$ cat config.mk
export PLATFORM = sky130hd
export DESIGN_NAME = ahv_ctrl
export DESIGN_NICKNAME = d
export VERILOG_FILES = /design/src/rtl/core/ahv_pkg.sv /design/src/rtl/core/ahv_ctrl.sv
export SDC_FILE = /design/constraint.sdc
export NUM_CORES = 1
export LEC_CHECK = 0
export BUFFER_PORTS_ARGS = -buffer_cell sky130_fd_sc_hd__buf_4
export CORE_MARGIN = 5
export CORE_UTILIZATION = 38
export CTS_CLUSTER_DIAMETER = 50
export DETAILED_ROUTE_END_ITERATION = 8
export PLACE_DENSITY_LB_ADDON = 0.25
export SYNTH_ARGS = -nofsm -noshare
export SYNTH_HDL_FRONTEND = slang
export SYNTH_SLANG_ARGS = --single-unit
$ cat constraint.sdc
create_clock -name clk -period 1.5 [get_ports clk]
set_input_delay 0.3 -clock clk [delete_from_list [all_inputs] [get_ports clk]]
set_output_delay 0.3 -clock clk [all_outputs]
set_load 0.02 [all_outputs]
$ cat src/rtl/core/ahv_pkg.sv
package ahv_pkg;

  // fixed field widths
  localparam int STEP_W     = 24;
  localparam int DEPTH_W    = 20;
  localparam int LEVEL_W    = 16;
  localparam int SAMPLE_W   = 16;
  localparam int CFG_IDX_W  = 2;
  localparam int CFG_DATA_W = 24;

  // harmonic bookkeeping, sized for up to eight harmonics
  localparam int AMP_INPUTS = 7;
  localparam int AMP_SLOTS  = 8;
  localparam int HIDX_W     = 3;
  localparam int CNT_W      = 4;
  localparam int ACC_W      = 34;
  localparam int MAG_W      = ACC_W - 1;

  // register indexes
  localparam logic [CFG_IDX_W-1:0] REG_VIBRATO_STEP = 2'd0;
  localparam logic [CFG_IDX_W-1:0] REG_PAN          = 2'd1;

  // reset values and fixed-point constants
  localparam logic [STEP_W-1:0]  VIB_STEP_RESET = 24'd2283;
  localparam logic [LEVEL_W-1:0] PAN_RESET      = 16'd16384;
  localparam logic [LEVEL_W-1:0] VOL_RESET      = 16'd3277;
  localparam logic [LEVEL_W-1:0] UNITY          = 16'd32768;
  localparam logic [LEVEL_W-1:0] SMOOTH_KEEP    = 16'd26214;
  localparam logic [LEVEL_W-1:0] SMOOTH_TAKE    = 16'd6554;

  typedef enum logic [3:0] {
    ST_IDLE,
    ST_COS,
    ST_DEV,
    ST_THETA,
    ST_HARM,
    ST_ABS,
    ST_SCALE1,
    ST_SCALE2,
    ST_FIN
  } ahv_state_t;

  // controller to datapath
  typedef struct packed {
    logic              load;
    logic              cos_rd;
    logic              dev;
    logic              theta;
    logic              issue;
    logic              mul;
    logic              acc;
    logic              absval;
    logic              scale1;
    logic              scale2;
    logic              fin;
    logic [HIDX_W-1:0] harm_idx;
  } ahv_cmd_t;

  // handshake status seen by the controller
  typedef struct packed {
    logic in_valid;
    logic out_free;
  } ahv_stat_t;

  function automatic logic [LEVEL_W-1:0] clamp_unity(input logic [LEVEL_W-1:0] v);
    return (v > UNITY) ? UNITY : v;
  endfunction

  // quarter-wave sine magnitude, polynomial evaluated at elaboration
  function automatic logic [14:0] sine_mag(input int u, input int tbits);
    longint unsigned x;
    longint unsigned x2;
    longint unsigned t;
    longint unsigned y;
    x  = longint'(u) << (18 - tbits);
    x2 = (x * x) >> 16;
    t  = 307;
    t  = 5223 - ((x2 * t) >> 16);
    t  = 42334 - ((x2 * t) >> 16);
    t  = 102944 - ((x2 * t) >> 16);
    y  = (x * t) >> 16;
    y  = (y + 1) >> 1;
    if (y > 32767) begin
      y = 32767;
    end
    return 15'(y);
  endfunction

endpackage

$ cat src/rtl/core/ahv_ctrl.sv
module ahv_ctrl
  import ahv_pkg::*;
#(
  parameter int NUM_HARMONICS = 7
) (
  input  logic      clk,
  input  logic      rst,
  input  ahv_stat_t stat,
  output logic      in_ready,
  output ahv_cmd_t  cmd
);

  localparam logic [CNT_W-1:0] N_H      = CNT_W'(NUM_HARMONICS);
  localparam logic [CNT_W-1:0] N_H_LAST = CNT_W'(NUM_HARMONICS + 1);

  ahv_state_t       state;
  ahv_state_t       state_next;
  logic [CNT_W-1:0] cnt;
  logic [CNT_W-1:0] cnt_next;

  // state and harmonic counter
  always_ff @(posedge clk) begin
    if (rst) begin
      state <= ST_IDLE;
      cnt   <= '0;
    end else begin
      state <= state_next;
      cnt   <= cnt_next;
    end
  end

  // sequencing: one word at a time, harmonic loop is a 3-stage pipe
  always_comb begin
    state_next   = state;
    cnt_next     = cnt;
    in_ready     = 1'b0;
    cmd          = '0;
    cmd.harm_idx = cnt[HIDX_W-1:0];
    unique case (state)
      ST_IDLE: begin
        in_ready = 1'b1;
        if (stat.in_valid) begin
          cmd.load   = 1'b1;
          state_next = ST_COS;
        end
      end
      ST_COS: begin
        cmd.cos_rd = 1'b1;
        state_next = ST_DEV;
      end
      ST_DEV: begin
        cmd.dev    = 1'b1;
        state_next = ST_THETA;
      end
      ST_THETA: begin
        cmd.theta  = 1'b1;
        cnt_next   = '0;
        state_next = ST_HARM;
      end
      ST_HARM: begin
        cmd.issue = (cnt < N_H);
        cmd.mul   = (cnt != '0) && (cnt <= N_H);
        cmd.acc   = (cnt >= CNT_W'(2));
        if (cnt == N_H_LAST) begin
          state_next = ST_ABS;
        end else begin
          cnt_next = cnt + CNT_W'(1);
        end
      end
      ST_ABS: begin
        cmd.absval = 1'b1;
        state_next = ST_SCALE1;
      end
      ST_SCALE1: begin
        cmd.scale1 = 1'b1;
        state_next = ST_SCALE2;
      end
      ST_SCALE2: begin
        cmd.scale2 = 1'b1;
        state_next = ST_FIN;
      end
      ST_FIN: begin
        if (stat.out_free) begin
          cmd.fin    = 1'b1;
          state_next = ST_IDLE;
        end
      end
      default: begin
        state_next = ST_IDLE;
      end
    endcase
  end

  // an accepted word always starts with the cosine lookup
  a_load_then_cos: assert property (@(posedge clk) disable iff (rst)
    cmd.load |=> cmd.cos_rd)
    else $error("cosine lookup did not follow accept");

  // harmonic loop starts at the fundamental right after theta
  a_theta_then_first: assert property (@(posedge clk) disable iff (rst)
    cmd.theta |=> (cmd.issue && cmd.harm_idx == '0 && !cmd.acc))
    else $error("harmonic loop did not start at the fundamental");

  // scaling only after the magnitude of the sum is taken
  a_abs_before_scale: assert property (@(posedge clk) disable iff (rst)
    cmd.scale1 |-> $past(cmd.absval))
    else $error("scaling without magnitude step");

endmodule

Word level (Yosys, flattened, before mapping) --
Cells that the tools add are included.
Storage, ports and cells: flip-flop bits (word level) 8, output and inout bits 15, word-level logic and storage cells 43, bits of input ports 4
Operators by class: reduce and logical (&&, ||, !) cells 6, muxes and demuxes 18, $add $sub $neg 1, magnitude comparators 3, equality and inequality tests 13
Operator list (count):
- one-hot mux 4 bit (9 select lines) | 1
- equality test 4 x 3 -> 1 bit, second input constant | 4
- two-way mux 4 bit | 4
- two-way mux 1 bit | 11
- equality test 4 x 2 -> 1 bit, second input constant | 2
- equality test 4 bit, second input constant | 2
- inequality test 2 bit, second input constant | 4
- one-hot mux 4 bit (2 select lines) | 1
- adder 4 x 1 -> 4 bit, second input constant | 1
- equality test 4 x 1 -> 1 bit, second input constant | 1
- greater-or-equal comparator 4 x 2 -> 1 bit, second input constant | 1
- less-or-equal comparator 4 x 3 -> 1 bit, second input constant | 1
- logical NOT 4 bit | 1
- < comparator 4 x 3 -> 1 bit, second input constant | 1
- nonzero test 4 bit | 1
- two-way mux 3 bit | 1
- AND reduction 3 bit | 1
- AND reduction 2 bit | 1
- nonzero test 2 bit | 1
- logical AND 1 bit | 1

Depth between registers and ports, before layout --
Gate-level depths: netlist (run 1).
word-level depth 3, mapped depth 5, mapped depth without buffers 5

Worst setup path before layout (run 1) --
Ideal clock, no wire load.
path type register to output, from register state[3], to output port cmd[9] in the netlist's numbering, buffers on the path 2, stages on the path, launching flop included 5, setup slack -453 ps, data required time 1200 ps, data arrival time 1653 ps, cell sequence dfxtp_1 buf_6 or4b_4 buf_6 a211oi_1
RTL lines:
- start, declared | line ahv_ctrl.sv:16 | ahv_state_t state;
- start signal, assigned | line ahv_ctrl.sv:27 | state <= state_next;
- end, declared | line ahv_ctrl.sv:10 | output ahv_cmd_t cmd

==> results of run 1 <==
report_power, final:
group          switching, mW  internal, mW  leakage [nW]
combinational          0.135         0.125         0.330
clock                 0.0888        0.0926        0.0138
sequential            0.0130         0.226        0.0679
synthesized netlist by cell type, types with 3 or more instances:
cell type / n / share of area (%)
nor2_1: 6 / 4.2
ha_1: 3 / 7.0
buf_4: 3 / 4.2
nand2b_1: 4 / 4.7
o21ai_0: 3 / 2.8
nor3_1: 4 / 3.8
inv_1: 7 / 4.9
a21oi_1: 4 / 3.8
dfxtp_1: 8 / 30
nor4_1: 3 / 3.5
layout by cell type, fill, tap and decap left out, drive strengths merged, types with 2 or more instances in the layout:
cell type / instances
a211oi: 2
a21oi: 4
buf: 37
clkbuf: 3
dfxtp: 8
ha: 3
inv: 7
nand2b: 4
nor2: 6
nor3: 4
nor4: 3
o21ai: 3
or3: 2
or4b: 2
area by class of cell:
class | instances | area share (%)
Multi-Input combinational cell | 45 | 44.6
Timing Repair Buffer | 37 | 31.9
Sequential cell | 8 | 16.8
Inverter | 7 | 2.60
Clock buffer | 3 | 2.22
Tap cell | 15 | 1.85
kinds of logic (layout without fill, tap and decap cells):
group / Yosys count / after routing / share of synthesized area (%)
buffers and inverters: 12 / 47 / 13.4
and+or+nand+nor: 28 / 28 / 32.2
adders and majority gates: 3 / 3 / 7.04
DFF: 8 / 8 / 30.0
xor gates and xnor gates: 1 / 1 / 1.64
AOI/OAI and AO/OA: 13 / 13 / 15.7
stage by stage:
step                setup slack, ps  power (mW)  TNS, ps  utilization [%]  hold WS [ps]
global placement               -104       0.408     -371             57.5           516
global route                   -344       0.708    -2880             76.8           224
finish                         -328       0.681    -2350             76.8           235
floorplan                      -106       0.337     -406                -           369
detailed placement             -148       0.411     -531             57.5           519
CTS                            -320       0.641    -2190             72.4           229
per-layer routing:
metal | track usage, % | wire length, um | vias to the layer above
met5 | 0 | 0 | -
met4 | 9.94 | 29 | 0
met3 | 4.14 | 57 | 4
met2 | 31.3 | 934 | 15
met1 | 24.4 | 882 | 313
li1 | - | - | 299
flip-flops by register name, summed over array words and instances, names as in the netlist:
register and flops:
cnt 4, state 4
timing repair:
item	in CTS	in global routing
setup buffers	7	2
endpoints found under the setup margin	16	17
resized for setup	28	11
pin swaps	5	2
worst max-delay path by stage:
stage,from,end,slack [ps],depth (start not counted)
after floorplan,state[3],cmd[9],-110,4
after global placement,state[0],cnt[2],-100,3
after detailed placement,state[0],cnt[0],-150,4
after CTS,state[1],cmd[9],-320,3
after global routing,state[1],cmd[9],-340,3
final,state[1],cmd[9],-330,3
==> impl_results.md, run 1 <==
- Status: complete, but fails checks
- Violated checks: setup timing
- DIE WIDTH: 47.5 um
- Diodes inserted: 0
- Worst flop-to-flop path startpoint: state[1]
- IO Port Bufs: 18
- Critical path buffers and inverters: 1
- Pin count of the biggest net entering global routing: 9
- DP HPWL: 1020 um
- Hold depth: 2
- Routed wire length: 1910 um
- Data arrival time of the critical path: 1530 ps
- Post-CTS Hold Fix Bufs: 0
- Setup violators final: 16
- Slowest stage cell, crit path: or4b_4
- Final min period: 1830 ps
- Synth Area per Inst: 8.20 um2
- Synth Net Count: 72
- First-pass GRT wire length: 3030 um
- Die height: 47.5 um
- Max cap viols: 0
- Yosys warns: 0
- Initial DRC count: 10
- FF+latch count, synth: 8
- GRT Total Usage: 19.5%
- Crit-path max FO: 7
- R2r endpoint: cnt[0]
- Congestion Overflow GR: 0
- I/O Pins: 19
- Unrepaired setup endpoints after global routing: true
- Max IR drop VDD: 0.571 mV
- H-tree Lvls: 1
- DP Cell Count: 103
- Clk_skew: 5.86 ps
- Critical Path RT: 1200 ps
- Number of global-route vias before repair: 653
- CTS Buffer Depth: 2
- Worst-skew pair later-pin latency: 270 ps
- Final instance area: 0.00101 mm2
- Final slew viol count: 0
- Leakage: 0.412 nW
- Worst-path clk slew: 60 ps
- CP Capture Type: primary output
- CTS root buf: clkbuf_4
- FF-to-FF path depth: 5
- Max incr delay on CP: 600 ps
- Worst setup margin: -328 ps
- # rows: 13
- GP Congestion: 0.778
- Final Hold Fails: 0
- Register area share after synthesis: 30.0%
- Power Dens Cells: 673 mW/mm2
- Register area: 170 um2
- DR DRC count: 0
- Placed Area: 758 um2
- Synth Flop Type: dfxtp_1
- Hold Startpoint: rst
- Delay-heaviest family, CP: simple AND/OR/NAND/NOR gates
- Initial antenna violation count: 0
- Critical Path Source Type: flop
- Share of layout cells above drive strength 1: 68.0%
- TritonCTS buffer count: 3
- Async SR Flop Fraction: 0%
- Slew headroom: 78.9%
- Layout Nets: 109
- Hold crit path type: in2reg
- FMAX: 547 MHz
- Internal reg-to-reg setup slack: -260 ps
- Fin cells: 115
- # fillers: 87
- Starting Density: 40.5%
- Library cells used by synthesis: 27
- Syn Inst Count: 65
- DRT Pass-1 Iters: 4
- Final period util: 122%
- Via count: 631
- Post-route ant nets: 0
- Vias per std cell: 5.49
- Die ar.: 0.00225 mm2
- Wirelength per Cell: 16.6 um
- CP Cell Sequence: or4b_4 > a211oi_4 > buf_6
- Hold endpoint: state[3]
- Area of the multi-input gates: 452 um2
- Worst-Margin Slew: 315 ps
- CP Class: reg2out
- Number of flops mapped to enable cells by yosys: 0
- Synth Cell Area: 533 um2
- Area grow syn2layout: 89.9%
- TritonCTS clock tree: done
- Core region area: 0.00132 mm2
- Clock Sinks: 8
No activity file was read; power rests on OpenSTA's default activity.
==> inputs of run 2 (changes only) <==
SETUP_SLACK_MARGIN = 0.15   (was unset)
TNS_END_PERCENT = 10   (was unset)
==> impl_results.md, run 2 (synthesized netlist as in run 1, its figures left out) <==
- Area grow syn2layout: 66.0%
- FMAX: 548 MHz
- H-tree Lvls: 1
- Met3 Resource Use GR: 6.77%
- Post-CTS Hold Fix Bufs: 0
- GP Congestion: 0.763
- Setup violators final: 11
- DR DRC count: 0
- CTS Buffer Depth: 2
- Area of the multi-input gates: 422 um2
- CTS root buf: clkbuf_4
- # rows: 13
- Initial DRC count: 7
- DRT Pass-1 Iters: 4
- TritonCTS buffer count: 3
- Via count: 588
- Die ar.: 0.00225 mm2
- IO Port Bufs: 18
- Clk_skew: 0.765 ps
- DIE WIDTH: 47.5 um
- Worst-path clk slew: 50 ps
- Worst-skew pair later-pin latency: 260 ps
- Routed wire length: 1590 um
- Commonest non-fill, non-tap cell in the layout: buf_4
- Pin count of the biggest net entering global routing: 9
- Critical Path Source Type: flop
- # fillers: 101
- Final min period: 1830 ps
- Util after Layout: 67.1%
- Initial antenna violation count: 0
- Met2 usage: 26.7%
- Congestion Overflow GR: 0
- Busiest grt layer: met2
- Max IR drop VDD: 0.740 mV
- TritonCTS clock tree: done
- Setup TNS: -1950 ps
- DP Cell Count: 100
- Status: complete, but fails checks
- Final Hold Fails: 0
- CP Class: reg2out
- Comb pwr share: 35.4%
- GRT Total Usage: 16.6%
- Critical Path RT: 1200 ps
- Most frequent cells in the layout: buf_4 (17), buf_6 (9), inv_1 (6)
- Worst-Margin Slew: 296 ps
- Worst setup margin: -326 ps
- Leakage: 0.355 nW
- First-pass GRT wire length: 2500 um
- Clock Sinks: 8
- Net Sw Power: 208 uW
- Register area: 166 um2
- I/O Pins: 19
- Clock power frac: 26.7%
- Met1 Use GR: 18.4%
- Slew headroom: 80.1%
- Final period util: 122%
- Sw Ratio: 32.9%
- Wirelength per Cell: 15.1 um
- Final slew viol count: 0
- Max cap viols: 0
- Vias per std cell: 5.60
- Fin cells: 105
- Violated checks: setup timing
- Die height: 47.5 um
- Data arrival time of the critical path: 1530 ps
- Number of global-route vias before repair: 532
- Crit-path max FO: 4
- Diodes inserted: 0
- Hold crit path type: in2reg
- Sequential power share: 37.9%
- Internal: 423 uW
- CP Capture Type: primary output
- Layout Nets: 99
- Core region area: 0.00132 mm2
- Share of layout cells above drive strength 1: 57.8%
- Power Dens Cells: 712 mW/mm2
- Unrepaired setup endpoints after global routing: true
- Largest regs: cnt x4, state x4
- Starting Density: 40.5%
- Post-route ant nets: 0
run 2: cell count changes in the layout (fill, tap and decap cells not counted), sizes merged:
cell,delta
or4b,+1
buf,-11
run 2: worst paths after layout:
path / startpoint / to / slack (ps) / cells after the start
worst min register to register: cnt[0] / cnt[0] / 510 / 2
worst min-delay path: rst / state[3] / 240 / 2
worst max register to register: state[3] / cnt[2] / -280 / 4
worst max-delay path: state[3] / cmd[9] / -330 / 3
run 2: power by group through the flow:
stage | clock (mW) | sequential (mW) | combinational, mW
2_1_floorplan | 0 | 0.244 | 0.0931
3_3_place_gp | 0 | 0.236 | 0.167
3_5_place_dp | 0 | 0.237 | 0.170
4_1_cts | 0.175 | 0.236 | 0.199
5_1_grt | 0.193 | 0.241 | 0.239
6_report | 0.168 | 0.239 | 0.223
run 2: repair_timing:
item	in CTS	in global routing
pin swaps	3	2
endpoints found under the hold margin	0	0
gates resized for setup	17	9
gates cloned	1	0
endpoints found under the setup margin	18	17
setup buffers	0	1
run 2: critical path: stages (launching register included):
cell	delay, ps
dfxtp_2	330
or4b_4	590
a211oi_4	190
buf_6	150
run 2: layout make-up:
type | count | share of cell area [%]
multi-input combinational | 46 | 47.7
tap | 15 | 2.12
clock buffer | 3 | 2.55
inverter | 7 | 2.97
timing repair buffer | 26 | 25.9
sequential | 8 | 18.8
run 2: through the flow:
stage / power [mW] / area [um2] / worst slack (ps) / hold slack (ps)
after floorplan: 0.337 / 569 / -106 / 369
after global placement: 0.403 / 731 / -92.1 / 515
after detailed placement: 0.407 / 731 / -113 / 516
after CTS: 0.610 / 840 / -333 / 234
after global routing: 0.674 / 885 / -378 / 228
final: 0.630 / 885 / -326 / 243
run 2: metal layers:
metal,vias to the layer above,share of wire (%)
li1,286,-
met4,0,1.5
met5,-,0
met2,22,54
met3,2,6.6
met1,278,37
